===== config.mk =====
export PLATFORM = sky130hd
export DESIGN_NAME = rc_gain_tuning_controller_top
export DESIGN_NICKNAME = d
export VERILOG_FILES = /design/src/rgtc_pkg.sv /design/src/rc_gain_tuning_controller_top.sv
export SDC_FILE = /design/constraint.sdc
export NUM_CORES = 1
export LEC_CHECK = 0
export BUFFER_PORTS_ARGS = -buffer_cell sky130_fd_sc_hd__buf_2
export CAP_MARGIN = 20
export CORE_ASPECT_RATIO = 0.7
export CORE_MARGIN = 8
export CORE_UTILIZATION = 25
export DETAILED_ROUTE_END_ITERATION = 6
export GPL_TIMING_DRIVEN = 0
export PLACE_DENSITY = 0.46
export SYNTH_ARGS = -nofsm -noshare
export SYNTH_HDL_FRONTEND = slang
export SYNTH_SLANG_ARGS = --single-unit

===== constraint.sdc =====
create_clock -name i_clk -period 7.2 [get_ports i_clk]
set_clock_uncertainty 0.1 [all_clocks]
set_input_delay 0.36 -clock i_clk [delete_from_list [all_inputs] [get_ports i_clk]]
set_output_delay 0.36 -clock i_clk [all_outputs]
set_load 0.1 [all_outputs]

===== src/rgtc_pkg.sv =====
package rgtc_pkg;

    localparam int PULSE_W = 14;
    localparam int GAIN_W  = 16;
    localparam int MODE_W  = 2;
    localparam int CFG_IDX_W = 3;

    localparam logic [GAIN_W-1:0] GAIN_MAX = 16'hFFFF;

    // register indexes on the configuration port
    localparam logic [CFG_IDX_W-1:0] CFG_FAILSAFE_THR = 3'd0;
    localparam logic [CFG_IDX_W-1:0] CFG_MODE_THR_LO  = 3'd1;
    localparam logic [CFG_IDX_W-1:0] CFG_MODE_THR_HI  = 3'd2;
    localparam logic [CFG_IDX_W-1:0] CFG_GAIN_STEP    = 3'd3;
    localparam logic [CFG_IDX_W-1:0] CFG_DEADBAND     = 3'd4;

    localparam logic OP_TICK = 1'b0;
    localparam logic OP_LOAD = 1'b1;

    localparam logic [1:0] FLASH_NONE = 2'd0;
    localparam logic [1:0] FLASH_UP   = 2'd1;
    localparam logic [1:0] FLASH_DOWN = 2'd2;

    localparam logic [MODE_W-1:0] MODE_ZERO = 2'd0;
    localparam logic [MODE_W-1:0] MODE_ONE  = 2'd1;
    localparam logic [MODE_W-1:0] MODE_TWO  = 2'd2;

    typedef enum logic [2:0] {
        ST_INIT   = 3'b001,
        ST_SELECT = 3'b010,
        ST_ADJUST = 3'b100
    } t_tune_state;

    typedef struct packed {
        logic [GAIN_W-1:0]  load_value;
        logic [1:0]         load_index;
        logic [PULSE_W-1:0] gain_pulse;
        logic [PULSE_W-1:0] mode_pulse;
        logic [PULSE_W-1:0] failsafe_pulse;
        logic               calibrated;
        logic               link_up;
    } t_in_word;

    typedef struct packed {
        logic [1:0]        flash_code;
        logic              send_gains;
        logic              store_request;
        logic [GAIN_W-1:0] gain_value;
        logic [1:0]        gain_slot;
        logic [MODE_W-1:0] mode_code;
        logic              throttle_enable;
    } t_out_word;

endpackage


===== src/rc_gain_tuning_controller_top.sv =====
// gain tuning controller for a radio-controlled craft
//
// input stream (i_s_*): one word per radio tick or gain preload; i_s_tuser is
// the operation (0 tick, 1 preload), i_s_tdata carries the sampled channels
// and the preload slot and value. output stream (o_m_*): one word per input
// word with the decoded failsafe and flight mode, the selected gain slot and
// its value, the store request, the send flag and the flash code.
// configuration: i_cfg_we writes i_cfg_data to register i_cfg_index
// (0 failsafe threshold, 1 mode low, 2 mode high, 3 gain step, 4 deadband);
// write only while no word is in flight.
// the whole tick (threshold compares, tuning state machine, one saturating add
// or subtract on a gain slot) is done between the input handshake and the
// output register. throughput is one word per cycle while nothing stalls.
// when the receiver stalls, the output register holds its word and o_s_tready
// drops until it is taken; a word can be accepted in the cycle the held one
// leaves.
// reset clears the thresholds to their defaults, the gains to zero and puts
// the tuning machine in its init state; the output register is emptied.
module rc_gain_tuning_controller_top #(
    parameter int GAIN_SLOTS = 3
) (
    input  logic        i_clk,
    input  logic        i_rst_n,
    input  logic        i_cfg_we,
    input  logic [2:0]  i_cfg_index,
    input  logic [15:0] i_cfg_data,
    input  logic        i_s_tvalid,
    output logic        o_s_tready,
    // link_up, calibrated, failsafe_pulse[13:0], mode_pulse[13:0],
    // gain_pulse[13:0], load_index[1:0], load_value[15:0], 2 zero bits
    input  logic [63:0] i_s_tdata,
    // operation
    input  logic        i_s_tuser,
    output logic        o_m_tvalid,
    input  logic        i_m_tready,
    // throttle_enable, mode_code[1:0], gain_slot[1:0], gain_value[15:0],
    // store_request, send_gains, flash_code[1:0], 7 zero bits
    output logic [31:0] o_m_tdata
);

    localparam int SLOT_W = (GAIN_SLOTS > 1) ? $clog2(GAIN_SLOTS) : 1;
    localparam logic [2:0] SLOTS_C = 3'(GAIN_SLOTS);
    localparam logic [1:0] LAST_SLOT = 2'(GAIN_SLOTS - 1);
    localparam int PW = rgtc_pkg::PULSE_W;
    localparam int GW = rgtc_pkg::GAIN_W;

    // configuration registers
    logic [PW-1:0] r_fs_thr;
    logic [PW-1:0] r_mode_lo;
    logic [PW-1:0] r_mode_hi;
    logic [GW-1:0] r_step;
    logic [PW-1:0] r_deadband;

    // tuning state
    rgtc_pkg::t_tune_state r_state, n_state;
    logic [PW-1:0] r_last_pulse, n_last_pulse;
    logic [1:0]    r_slot, n_slot;
    logic [GW-1:0] r_gain [GAIN_SLOTS];
    logic [GW-1:0] n_gain [GAIN_SLOTS];
    logic          r_send, n_send;

    logic                r_out_valid;
    rgtc_pkg::t_out_word r_out, n_out;

    rgtc_pkg::t_in_word in_w;
    logic               accept;
    logic               throttle;
    logic [1:0]         mode;
    logic [1:0]         mode_slot;
    logic               store;
    logic [1:0]         flash;
    logic [PW-1:0]      mag;
    logic [GW-1:0]      cur_gain;
    logic [GW:0]        sum;

    assign in_w       = rgtc_pkg::t_in_word'(i_s_tdata[61:0]);
    assign o_s_tready = !r_out_valid || i_m_tready;
    assign accept     = i_s_tvalid && o_s_tready;
    assign o_m_tvalid = r_out_valid;
    assign o_m_tdata  = {7'd0, r_out};

    always_ff @(posedge i_clk) begin
        if (!i_rst_n) begin
            r_fs_thr   <= 14'd3000;
            r_mode_lo  <= 14'd2600;
            r_mode_hi  <= 14'd3400;
            r_step     <= 16'd64;
            r_deadband <= 14'd20;
        end else if (i_cfg_we) begin
            unique case (i_cfg_index)
                rgtc_pkg::CFG_FAILSAFE_THR: r_fs_thr   <= i_cfg_data[PW-1:0];
                rgtc_pkg::CFG_MODE_THR_LO:  r_mode_lo  <= i_cfg_data[PW-1:0];
                rgtc_pkg::CFG_MODE_THR_HI:  r_mode_hi  <= i_cfg_data[PW-1:0];
                rgtc_pkg::CFG_GAIN_STEP:    r_step     <= i_cfg_data;
                rgtc_pkg::CFG_DEADBAND:     r_deadband <= i_cfg_data[PW-1:0];
                default: ;
            endcase
        end
    end

    always_comb begin
        throttle = in_w.failsafe_pulse < r_fs_thr;
        priority if (in_w.mode_pulse < r_mode_lo) begin
            mode = rgtc_pkg::MODE_TWO;
        end else if (in_w.mode_pulse < r_mode_hi) begin
            mode = rgtc_pkg::MODE_ONE;
        end else begin
            mode = rgtc_pkg::MODE_ZERO;
        end
        mode_slot = ({1'b0, mode} >= SLOTS_C) ? LAST_SLOT : mode;

        mag = (in_w.gain_pulse >= r_last_pulse) ? in_w.gain_pulse - r_last_pulse
                                                : r_last_pulse - in_w.gain_pulse;

        n_state      = r_state;
        n_last_pulse = r_last_pulse;
        n_slot       = r_slot;
        n_send       = r_send;
        for (int i = 0; i < GAIN_SLOTS; i++) begin
            n_gain[i] = r_gain[i];
        end
        store = 1'b0;
        flash = rgtc_pkg::FLASH_NONE;
        // slot chosen in adjust is the one stepped
        cur_gain = r_gain[mode_slot[SLOT_W-1:0]];
        sum      = {1'b0, cur_gain} + {1'b0, r_step};

        if (i_s_tuser == rgtc_pkg::OP_LOAD) begin
            if ({1'b0, in_w.load_index} < SLOTS_C) begin
                n_gain[in_w.load_index[SLOT_W-1:0]] = in_w.load_value;
            end
        end else if (in_w.link_up) begin
            unique case (r_state)
                rgtc_pkg::ST_SELECT: begin
                    if (throttle) begin
                        n_state      = rgtc_pkg::ST_ADJUST;
                        n_last_pulse = in_w.gain_pulse;
                    end
                end
                rgtc_pkg::ST_ADJUST: begin
                    n_slot = mode_slot;
                    if (throttle) begin
                        if (mag > r_deadband) begin
                            if (in_w.gain_pulse > r_last_pulse) begin
                                flash = rgtc_pkg::FLASH_UP;
                                n_gain[mode_slot[SLOT_W-1:0]] =
                                    (sum >= {1'b0, rgtc_pkg::GAIN_MAX}) ?
                                    rgtc_pkg::GAIN_MAX : sum[GW-1:0];
                            end else begin
                                flash = rgtc_pkg::FLASH_DOWN;
                                n_gain[mode_slot[SLOT_W-1:0]] =
                                    (cur_gain > r_step) ? cur_gain - r_step : '0;
                            end
                            n_last_pulse = in_w.gain_pulse;
                        end
                    end else begin
                        n_state = rgtc_pkg::ST_SELECT;
                        store   = 1'b1;
                        n_send  = 1'b1;
                    end
                end
                default: begin
                    if (in_w.calibrated) begin
                        n_last_pulse = in_w.gain_pulse;
                        n_state      = rgtc_pkg::ST_SELECT;
                    end
                end
            endcase
        end

        n_out.throttle_enable = throttle;
        n_out.mode_code       = mode;
        n_out.gain_slot       = n_slot;
        n_out.gain_value      = n_gain[n_slot[SLOT_W-1:0]];
        n_out.store_request   = store;
        n_out.send_gains      = n_send;
        n_out.flash_code      = flash;
    end

    always_ff @(posedge i_clk) begin
        if (!i_rst_n) begin
            r_state      <= rgtc_pkg::ST_INIT;
            r_last_pulse <= '0;
            r_slot       <= '0;
            r_send       <= 1'b0;
            r_out_valid  <= 1'b0;
            for (int i = 0; i < GAIN_SLOTS; i++) begin
                r_gain[i] <= '0;
            end
        end else begin
            if (accept) begin
                r_state      <= n_state;
                r_last_pulse <= n_last_pulse;
                r_slot       <= n_slot;
                r_send       <= n_send;
                for (int i = 0; i < GAIN_SLOTS; i++) begin
                    r_gain[i] <= n_gain[i];
                end
                r_out_valid <= 1'b1;
            end else if (i_m_tready) begin
                r_out_valid <= 1'b0;
            end
        end
    end

    always_ff @(posedge i_clk) begin
        if (accept) begin
            r_out <= n_out;
        end
    end

endmodule


# Word level (Yosys, flattened, before mapping)
# Memory sizes are Yosys's and may differ from the RTL's.
# Index checks and enable logic that the tools add are counted.
[op_classes]
n_addsub = 4
magnitude_cmp = 15
eq_ne = 10
muxes = 50
bitwise = 11
n_reduce_logical = 17
[ops]
columns = ["operator", "n"]
rows = [
  ["48-bit 2-to-1 mux", 7],
  ["48-bit bitwise mux", 3],
  ["16-bit 2-to-1 mux", 9],
  ["14-bit 2-to-1 mux", 5],
  ["16-bit demux with 2-bit select", 2],
  ["14-bit < comparator", 3],
  ["16-bit binary-select mux with 2-bit select", 1],
  ["14-bit greater-than comparator", 2],
  ["14-bit one-hot mux with 2 select lines", 1],
  ["14-bit subtractor", 2],
  ["16-bit by 16-bit adder with 17-bit output", 1],
  ["17-bit by 16-bit >= comparator with 1-bit output, second input constant", 1],
  ["16-bit greater-than comparator", 1],
  ["16-bit subtractor", 1],
  ["14-bit >= comparator", 1],
  ["1-bit 2-to-1 mux", 12],
  ["2-bit 2-to-1 mux", 6],
  ["2-bit AND reduction", 5],
  ["3-bit by 2-bit == test with 1-bit output, second input constant", 3],
  ["3-bit >= comparator, second input constant", 3],
  ["3-bit 2-to-1 mux", 3],
  ["2-bit NOT with 3-bit output", 3],
  ["2-bit inequality test, second input constant", 4],
  ["7-bit AND reduction", 1],
  ["other kinds (17)", 27],
]
[totals]
regBits = 118
ram_bits = 48
inputBits = 89
out_inout_bits = 34
wordCells = 125
n_memories = 1
[mem_list]
columns = ["memory", "depth", "word_bits", "read_ports", "rd_clocked_by_memory_dff", "write_ports", "line", "rtl"]
rows = [
  ["r_gain", 3, 16, 4, 0, 3, "rc_gain_tuning_controller_top.sv:58", "logic [GW-1:0] r_gain [GAIN_SLOTS];"],
]

# Logic depth before layout (Yosys ltp)
# Gate-level depths: netlist (run 1).
[logic_depth]
ltp_word = 20
mapped_depth = 28
ltp_nobuf = 27

# Worst setup path after synthesis (run 1)
# Ideal clock, no wire load.
[synth_path]
path_type = "input -> register"
start = "input port i_s_tdata[30]"
end = "register r_out (netlist bit o_m_tdata[18]) (data pin)"
setup_ns = 0.264
t_arrival_ns = 5.444
required_time_ns = 6.836
path_slack_ns = 1.392
cell_stages = 27
path_buffers = 1
path_cell_list = "inv_1 ha_1 inv_1 fa_1 a21oi_1 o21ai_1 a221o_1 a21oi_1 nand2_1 a21o_1 a21oi_2 mux2i_1 o2bb2ai_1 nor2_1 xnor2_1 ha_1 nand2_1 o21ai_0 or3b_2 o211a_1 nor4_4 nand3b_1 and2_1 clkbuf_1 a222oi_1 o22a_1 o21ai_1"
[synth_lines]
columns = ["element", "line", "rtl"]
rows = [
  ["from (decl)", "rc_gain_tuning_controller_top.sv:31", "input logic [63:0] i_s_tdata,"],
  ["to (signal assigned)", "rc_gain_tuning_controller_top.sv:208", "r_out <= n_out;"],
  ["to (decl)", "rc_gain_tuning_controller_top.sv:63", "rgtc_pkg::t_out_word r_out, n_out;"],
]

==> results of run 1 <==
registers in the layout (all words and copies together) (netlist names):
register	count
r_send	1
r_slot	2
r_gain	48
r_step	16
r_last_pulse	14
r_deadband	14
r_fs_thr	14
r_mode_lo	14
o_m_tvalid	1
r_mode_hi	14
o_m_tdata	25
r_state	3
final cells by class:
cell class	instances	area, um^2	share of cell area [%]
multi-input cells	1201	7950	52.6
repair buffers	126	706	4.67
clock buffers	20	478	3.16
inverters	136	510	3.38
clock inverters	12	139	0.919
flip-flops and latches	166	4050	26.8
plain buffers	92	442	2.92
well taps	674	843	5.58
Yosys cell counts, drive strengths merged (4+ instances only):
cell     number  area [um^2]
dfxtp        93         1860
mux2         17          191
inv         134          503
or3           5         31.3
nand4        11         68.8
a22o          4         35.0
a2111oi       4         41.3
nor4          6         58.8
nor2b        20          125
o221ai        8         70.1
a211o        10         87.6
o22ai         5         31.3
nand2       201          754
nor3         19          110
mux2i        52          521
o2111ai       5         43.8
a221o         5         50.1
ha          113         1410
clkbuf       56          210
a31o          6         52.6
o21bai       12         90.1
and2          7         43.8
buf          36          229
a31oi        10         62.6
nor2        145          552
a211oi       18          140
o2bb2ai       7         61.3
a21o         43          323
o21ai        53          280
edfxtp       73         2190
a221oi        9         78.8
o31a          4         35.0
xor2          6         52.6
xnor2        14          123
o22a          6         52.6
o31ai         6         63.8
or2           9         56.3
nand2b       14         87.6
nand3        24          120
and3         18          113
a21oi       214         1090
fa            4         80.1
o21a          7         52.6
o211ai       42          335
power by group through the flow:
stage / clock network [W] / logic, W / registers [W]
final: 0.000985 / 0.000905 / 0.00106
after global routing: 0.00104 / 0.000980 / 0.00106
after CTS: 0.00101 / 0.000890 / 0.00106
after detailed placement: 0 / 0.000884 / 0.00108
after global placement: 0 / 0.000874 / 0.00108
after floorplan: 0 / 0.000545 / 0.00115
cells by family after synthesis:
| logic type | synth area share (%) |
|---|---|
| AO/OA/AOI/OAI | 25.4 |
| XOR/XNOR | 1.36 |
| multiplexers | 5.52 |
| other | 0.0291 |
| buffers and inverters | 7.37 |
| adder cells (fa/ha/maj) | 11.6 |
| AND/OR/NAND/NOR | 17.3 |
| flip-flops | 31.5 |
worst register-to-register path: stages (launching register included):
cell and delay [ns]:
dfxtp_1 0.33, inv_1 0.04, ha_1 0.28, a21o_1 0.16, a31oi_1 0.26, o21ai_0 0.14
a221oi_1 0.32, o21ai_2 0.28, clkbuf_1 0.41, a21oi_1 0.54, inv_1 0.12, fa_1 0.54
nor3_2 0.28, o31ai_4 0.13, a21oi_2 0.32, o41ai_4 0.17, o31ai_2 0.65, nor2_4 0.14
buf_4 0.24, a21oi_2 0.23, a211oi_1 0.13, a211o_1 0.32, o221ai_1 0.43
stage by stage:
stage | total power, W | util [%] | worst slack [ns] | area [um^2] | std cells
2_1_floorplan | 0.00169 | - | 1.39 | 12900 | 1595
3_3_place_gp | 0.00195 | 28.2 | -0.413 | 14300 | 2381
3_5_place_dp | 0.00196 | 28.3 | -0.444 | 14400 | 2384
4_1_cts | 0.00295 | 29.6 | 0.0975 | 15000 | 2418
5_1_grt | 0.00308 | 29.7 | -0.00364 | 15100 | 2427
6_report | 0.00295 | 29.7 | 0.371 | 15100 | 2427
path summary, 6_finish.rpt:
kind	start	cells past startpoint	slack [ns]	endpoint
max	r_mode_lo[2]	22	0.37	o_m_tdata[10]
min	i_s_tvalid	3	0.05	o_m_tvalid
max reg2reg	r_mode_lo[2]	22	0.37	o_m_tdata[10]
min reg2reg	r_mode_hi[12]	2	0.36	r_mode_hi[12]
what timing repair did:
item                       4_1_cts  5_1_grt
pin swaps                        1        4
setup buffers                    2        9
setup endpoints to repair       21       35
hold endpoints to repair         0        0
gates resized for setup          3        7
metal layers:
metal	vias to the layer above	part of all wire [%]	global-route usage [%]
met5	-	0.027	0
met4	2	1.6	3.93
met3	47	7.0	3.15
met2	435	43	24.0
met1	5947	49	22.9
li1	5952	-	-
==> results_dict.tcl, run 1 <==
set metrics [dict create \
    period_needed_ns 6.83 \
    grt-ovfl-total 0 \
    start_util_pct 25.3 \
    pwr-share-comb_pct 30.7 \
    hpwl_um 37000 \
    synth_edf_count 73 \
    design.die.area_um2 59200 \
    cts_sinks 166 \
    drc_errors 0 \
    synth_warnings 0 \
    rows 69 \
    port_buffers 112 \
    ctsHoldBuffers 0 \
    period_share_pct 94.8 \
    wl_um 48000 \
    fp.coreArea_um2 50900 \
    die-width_um 287 \
    final_cell_mix "a21oi_1 (210), nand2_1 (200), nor2_1 (144), inv_1 (133), buf_2 (131)" \
    layout.nets 1946 \
    tritoncts "built" \
    cts-buffers-inserted 17 \
    p_sw_share_pct 36.1 \
    routedWlPerCell_um 19.8 \
    clk_latency_ns 0.46 \
    slew_viol_final 0 \
    synth_async_sr_flop_share_pct 0 \
    clk_path_buf_depth 2 \
    grtUsageTotal_pct 15.9 \
    p_int_w 0.00189 \
    gp_congestion 0.920 \
    p_sw_w 0.00106 \
    setup_tns_ns 0 \
    setup_viol 0 \
    diodes 0 \
    fin_hold_ws_ns 0.0474 \
    post_synth.cell_area_avg_um2 8.11 \
    grt_pass1_vias 11800 \
    antenna_found_initial 2 \
    worstPathRequired_ns 7.28 \
    p_leak_nw 6.23 \
    worst_slew_pin_slew_ns 1.16 \
    cap_viol_max_count 0 \
    io_pins 123 \
    final_common_cell "a21oi_1" \
    routed_via_density 5.10 \
    area_delta_synth_final_pct 17.3 \
    hold_viol 0 \
    die_h_um 206 \
    ys_seq_area_share_pct 31.5 \
    ys_ff_latch 166 \
    cp_slowest_cell "o31ai_2" \
    outcome "finished clean" \
    power_per_cell_area_nw_per_um2 195 \
    hp-class "input port to flop" \
    syn_inst 1589 \
    first_pass_iters 6 \
    ir_drop_mv 0.179 \
    grt_pass1_wl_um 72700 \
    netlist_area_um2 12900 \
    worstPathMaxFanout 10 \
    fmax_mhz 146 \
    p_clk_share_pct 33.4 \
    drt-initial-drc-count 1260 \
    end_kind "flop" \
    ant_nets 0 \
    grt_max_degree 32 \
    root_buffer "clkbuf_16" \
    crit_chain "inv_1 -> ha_1 -> a21o_1 -> a31oi_1 -> o21ai_0 -> a221oi_1 -> o21ai_2 -> clkbuf_1 -> a21oi_1 -> inv_1 -> fa_1 -> nor3_2 -> o31ai_4 -> a21oi_2 -> o41ai_4 -> o31ai_2 -> nor2_4 -> buf_4 -> a21oi_2 -> a211oi_1 -> a211o_1 -> o221ai_1" \
    seqPwrFrac_pct 35.9 \
    drive_gt1_share_pct 14.4 \
    path_clk_slew_ns 0.07 \
    cp_num_buf_inv 4 \
    max_stage_delay_ns 0.65 \
    crit_type "flop to flop" \
    crit_path_start_kind "flop" \
    worst-endpoint-arrival_ns 6.91 \
    vias 12400 \
    synth.lib_cells_used.distinct 88 \
    htree_levels 4 \
    fill_cells 5442 \
    ys.flop_type "dfxtp_1" \
    path_delay_family "compound AO/OA/AOI/OAI gates" \
    slew_headroom_pct 20.6 \
]
No activity file was read; power rests on OpenSTA's default activity.
==> run 2, diff against run 1 <==
- CORE_UTILIZATION: 25 -> 36
- PLACE_DENSITY: 0.46 -> not set
- SLEW_MARGIN: not set -> 20
==> run 2 against run 1 <==
Net effect:
- fmax decreased by 0.90%
- via count increased by 0.69%
- core utilization increased by 12 points
- die area decreased by 29%
- highest routed layer unchanged
- clock power decreased by 8.1%
- final area decreased by 2.5%
==> results_dict.tcl, run 2 (same netlist as run 1, synthesis figures left out) <==
set metrics [dict create \
    p_leak_nw 6.15 \
    top_register "r_gain" \
    pre_cts_slack_ns -0.178 \
    period_needed_ns 6.89 \
    cp_slowest_cell "o21ai_1" \
    htree_levels 4 \
    worstHoldStart "i_s_tvalid" \
    final_cell_mix "a21oi_1 (210), nand2_1 (200), nor2_1 (144), inv_1 (132), buf_2 (130)" \
    drive_gt1_share_pct 14.0 \
    dp_cells 2187 \
    worst_slack_ns 0.309 \
    hpwl_um 33600 \
    final_common_cell "a21oi_1" \
    routedWlPerCell_um 19.8 \
    fmax_mhz 145 \
    hold_viol 0 \
    period_share_pct 95.7 \
    slew_headroom_pct 28.9 \
    root_buffer "clkbuf_16" \
    diodes 0 \
    crit_chain "inv_1 -> ha_1 -> a21o_1 -> a31oi_1 -> o21ai_0 -> a221oi_1 -> o21ai_1 -> clkbuf_1 -> a21oi_1 -> ha_1 -> buf_2 -> clkinv_1 -> or3_1 -> nor4_1 -> a211oi_4 -> nor2_1 -> nor3_2 -> buf_2 -> a222oi_1 -> o221ai_1" \
    start_util_pct 36.2 \
    worstPathRequired_ns 7.27 \
    crit_path_start_kind "flop" \
    vias 12500 \
    slew_viol_final 0 \
    instances_no_fill 2227 \
    fp.coreArea_um2 35600 \
    utilization_pct 41.3 \
    max_stage_delay_ns 0.77 \
    routed_via_density 5.60 \
    worstReg2RegStart "r_mode_lo[2]" \
    cts_sinks 166 \
    clk_latency_ns 0.46 \
    cap_viol_max_count 0 \
    wl_um 44000 \
    design.die.area_um2 42200 \
    gp_congestion 0.956 \
    power_w 0.00285 \
    end_kind "flop" \
    setup_viol 0 \
    first_pass_iters 6 \
    layout.nets 1940 \
    path_clk_slew_ns 0.08 \
    tritoncts "built" \
    area_delta_synth_final_pct 14.3 \
    grt_max_degree 50 \
    worstSetupStartpoint "r_mode_lo[2]" \
    ir_drop_mv 0.143 \
    cts-buffers-inserted 17 \
    worstPathMaxFanout 10 \
    power_per_cell_area_nw_per_um2 194 \
    clk_path_buf_depth 2 \
    crit_type "flop to flop" \
    largest_reg_flops 48 \
    die_h_um 174 \
    hp-class "input port to flop" \
    die-width_um 242 \
    port_buffers 112 \
    drc_errors 0 \
    worst_slew_pin_slew_ns 1.06 \
    grt_pass1_wl_um 68100 \
    io_pins 123 \
    grt-ovfl-total 0 \
    grt_setup_unrepaired "false" \
    ant_nets 0 \
    outcome "finished clean" \
    worst-endpoint-arrival_ns 6.96 \
    rows 58 \
    grtUsageTotal_pct 20.2 \
    drt-initial-drc-count 1450 \
    antenna_found_initial 3 \
    grt_pass1_vias 11900 \
]
run 2: metrics by stage:
stage | hold slack, ns | area (um^2) | setup TNS (ns)
final | 0.0444 | 14700 | 0
after floorplan | 0.328 | 12900 | 0
after global placement | 0.344 | 14100 | -0.530
after detailed placement | 0.348 | 14100 | -1.03
after CTS | 0.0232 | 14600 | 0
after global routing | 0.0711 | 14700 | 0
run 2: power by group:
group	internal, W	switching [W]	leakage (nW)
logic	0.000295	0.000595	4.35
clock network	0.000462	0.000443	0.271
registers	0.00103	0.0000265	1.53
total	0.00179	0.00106	6.15
run 2: worst paths after layout:
kind / endpoint / slack [ns] / depth (start not counted)
max: o_m_tdata[20] / 0.31 / 20
min: o_m_tvalid / 0.04 / 3
max reg2reg: o_m_tdata[20] / 0.31 / 20
min reg2reg: r_mode_lo[1] / 0.36 / 2
run 2: layout make-up:
type	instances	area [um^2]
Buffer	92	442
Clock buffer	19	443
Clock inverter	13	113
Fill cell	3635	20900
Inverter	136	510
Multi-Input combinational cell	1201	7950
Sequential cell	166	4050
Tap cell	480	601
Timing Repair Buffer	120	621
run 2: critical path: cells and delay by family, from the launching register on:
| kind | cells | cell delay, ns |
|---|---|---|
| AO/OA/AOI/OAI | 9 | 2.34 |
| AND/OR/NAND/NOR | 4 | 1.75 |
| buffers and inverters | 5 | 1.42 |
| adder cells (fa/ha/maj) | 2 | 0.64 |
| flip-flops | 1 | 0.33 |
run 2: repair_timing:
item | CTS | global route
resized for setup | 0 | 8
buffers inserted | 0 | 8
setup endpoints to repair | 0 | 41
hold buffers | 0 | 0
run 2: metal layers:
| metal | routed length, um | part of all wire (%) | global-route usage (%) | up-vias |
|---|---|---|---|---|
| li1 | - | - | - | 5943 |
| met1 | 20400 | 46 | 28.7 | 5882 |
| met2 | 18500 | 42 | 29.5 | 545 |
| met3 | 3930 | 8.9 | 4.72 | 92 |
| met4 | 1170 | 2.7 | 7.17 | 6 |
| met5 | 30 | 0.068 | 0 | - |
==> run 3, diff against run 2 <==
- CORE_UTILIZATION: 36 -> 52
- PLACE_DENSITY_LB_ADDON: not set -> 0.1
- SKIP_LAST_GASP: not set -> 1
==> run 3 against run 2 <==
Net effect:
- non-clock buffer count shrank 7
- sequential cell count is the same
- routed wire length shrank 0.51%
- sequential power is essentially flat
- critical path type unchanged
- largest cell class unchanged
==> results_dict.tcl, run 3 (same netlist as run 1, synthesis figures left out) <==
set metrics [dict create \
    outcome "finished clean" \
    hold_viol 0 \
    grt_setup_unrepaired "false" \
    cts_sinks 166 \
    wl_um 43800 \
    power_per_cell_area_nw_per_um2 200 \
    ff_latch_area_um2 4050 \
    fill_cells 2312 \
    worstPathMaxFanout 10 \
    cap_viol_max_count 0 \
    cts-buffers-inserted 17 \
    top_register "r_gain" \
    max_stage_delay_ns 0.53 \
    hpwl_um 32800 \
    antenna_found_initial 1 \
    start_util_pct 52.6 \
    crit_type "flop to flop" \
    port_buffers 112 \
    routed_via_density 6.12 \
    gp_congestion 0.962 \
    slew_headroom_pct 18.2 \
    ctsHoldBuffers 0 \
    drt-initial-drc-count 1470 \
    worst-endpoint-arrival_ns 6.90 \
    design_area_um2 14500 \
    first_pass_iters 6 \
    p_leak_nw 6.14 \
    drc_errors 0 \
    grt_max_degree 50 \
    tritoncts "built" \
    period_share_pct 95.6 \
    path_delay_family "compound AO/OA/AOI/OAI gates" \
    final_common_cell "a21oi_1" \
    cp_num_buf_inv 2 \
    worst_slew_pin_slew_ns 1.19 \
    htree_levels 4 \
    grt_pass1_wl_um 67500 \
    die_h_um 148 \
    ir_drop_mv 0.165 \
    end_kind "flop" \
    rows 48 \
    ant_nets 0 \
    die-width_um 204 \
    slew_viol_final 0 \
    setup_tns_ns 0 \
    clk_latency_ns 0.44 \
    path_clk_slew_ns 0.07 \
    routedWlPerCell_um 21.2 \
    io_pins 123 \
    setup_viol 0 \
    grt-ovfl-total 0 \
    grt_pass1_vias 11700 \
    power_w 0.00290 \
    largest_reg_flops 48 \
    vias 12600 \
    area_delta_synth_final_pct 12.5 \
    path_common_cell "a21oi_1" \
    multi_input_area_um2 7950 \
    fin_hold_ws_ns 0.0655 \
    drive_gt1_share_pct 13.7 \
    hp-class "input port to flop" \
    worstPathRequired_ns 7.22 \
    crit_path_start_kind "flop" \
    design.die.area_um2 30200 \
    clk_path_buf_depth 2 \
    grtUsageTotal_pct 28.5 \
    layout.nets 1933 \
    fp.coreArea_um2 24500 \
    period_needed_ns 6.88 \
    root_buffer "clkbuf_16" \
    fmax_mhz 145 \
    final_cell_mix "a21oi_1 (210), nand2_1 (200), nor2_1 (144), inv_1 (132), buf_2 (130)" \
    cp_slowest_cell "nand4b_1" \
    placed_area_um2 13900 \
]
-- run 3: cell count changes in the layout (fill, tap and decap cells not counted), sizes merged --
cell      change
inv           -2
clkinvlp      -1
bufinv        +1
buf           -7
clkinv        +2
diode         +1
-- run 3: routing by layer --
metal / vias to the layer above / part of all wire, % / global-route usage (%) / routed length (um)
met2: 656 / 40 / 39.7 / 17600
li1: 5941 / - / - / -
met1: 5952 / 45 / 40.9 / 19800
met3: 94 / 12 / 9.16 / 5170
met4: 0 / 2.6 / 9.26 / 1130
met5: - / 0 / 0 / 0
-- run 3: cell type report --
type / count / share of cell area [%]
Antenna cell: 1 / 0.0173
Clock inverter: 13 / 0.828
Timing Repair Buffer: 113 / 3.92
Multi-Input combinational cell: 1201 / 54.8
Buffer: 92 / 3.04
Tap cell: 325 / 2.80
Clock buffer: 19 / 3.13
Sequential cell: 166 / 27.9
Inverter: 136 / 3.52
-- run 3: where the power goes --
group / total (W) / leakage, nW / internal [W] / switching (W)
sequential: 0.00106 / 1.53 / 0.00103 / 0.0000279
clock: 0.000931 / 0.286 / 0.000502 / 0.000428
combinational: 0.000906 / 4.32 / 0.000293 / 0.000613
total: 0.00290 / 6.14 / 0.00183 / 0.00107
-- run 3: through the flow --
step	utilization, %	std cells	setup WS (ns)
after floorplan	-	1595	1.39
after global placement	56.6	2032	0.0369
after detailed placement	56.7	2032	0.0536
after CTS	59.0	2064	0.207
after global routing	59.2	2066	0.0238
final	59.2	2066	0.316
-- run 3: path summary, 6_finish.rpt --
check	start	to	slack (ns)	cells past startpoint
setup / recovery	r_last_pulse[0]	o_m_tdata[20]	0.32	27
hold / removal	i_s_tvalid	o_m_tvalid	0.07	3
setup reg to reg	r_last_pulse[0]	o_m_tdata[20]	0.32	27
hold reg to reg	r_mode_lo[13]	r_mode_lo[13]	0.36	2
-- run 3: worst register-to-register path, cell delays in order, from the launching register on --
cell	delay [ns]
dfxtp_1	0.35
ha_1	0.15
inv_1	0.05
fa_1	0.39
a21oi_1	0.20
o21ai_1	0.17
a221o_1	0.38
a21oi_1	0.19
nand2_1	0.07
a21o_1	0.21
a21oi_4	0.33
mux2i_1	0.28
o2bb2ai_1	0.17
nor2_1	0.08
xnor2_1	0.13
ha_1	0.31
nand2_1	0.07
o21ai_0	0.15
or3b_2	0.46
o211a_1	0.17
nor4_4	0.32
nand4b_1	0.53
clkbuf_1	0.51
a21oi_1	0.26
a21oi_1	0.06
a21o_1	0.20
nand2_1	0.07
o221ai_1	0.21
-- run 3: repair_timing --
item	4_1_cts	5_1_grt
buffers inserted	0	1
resized for setup	0	8
setup endpoints to repair	0	30
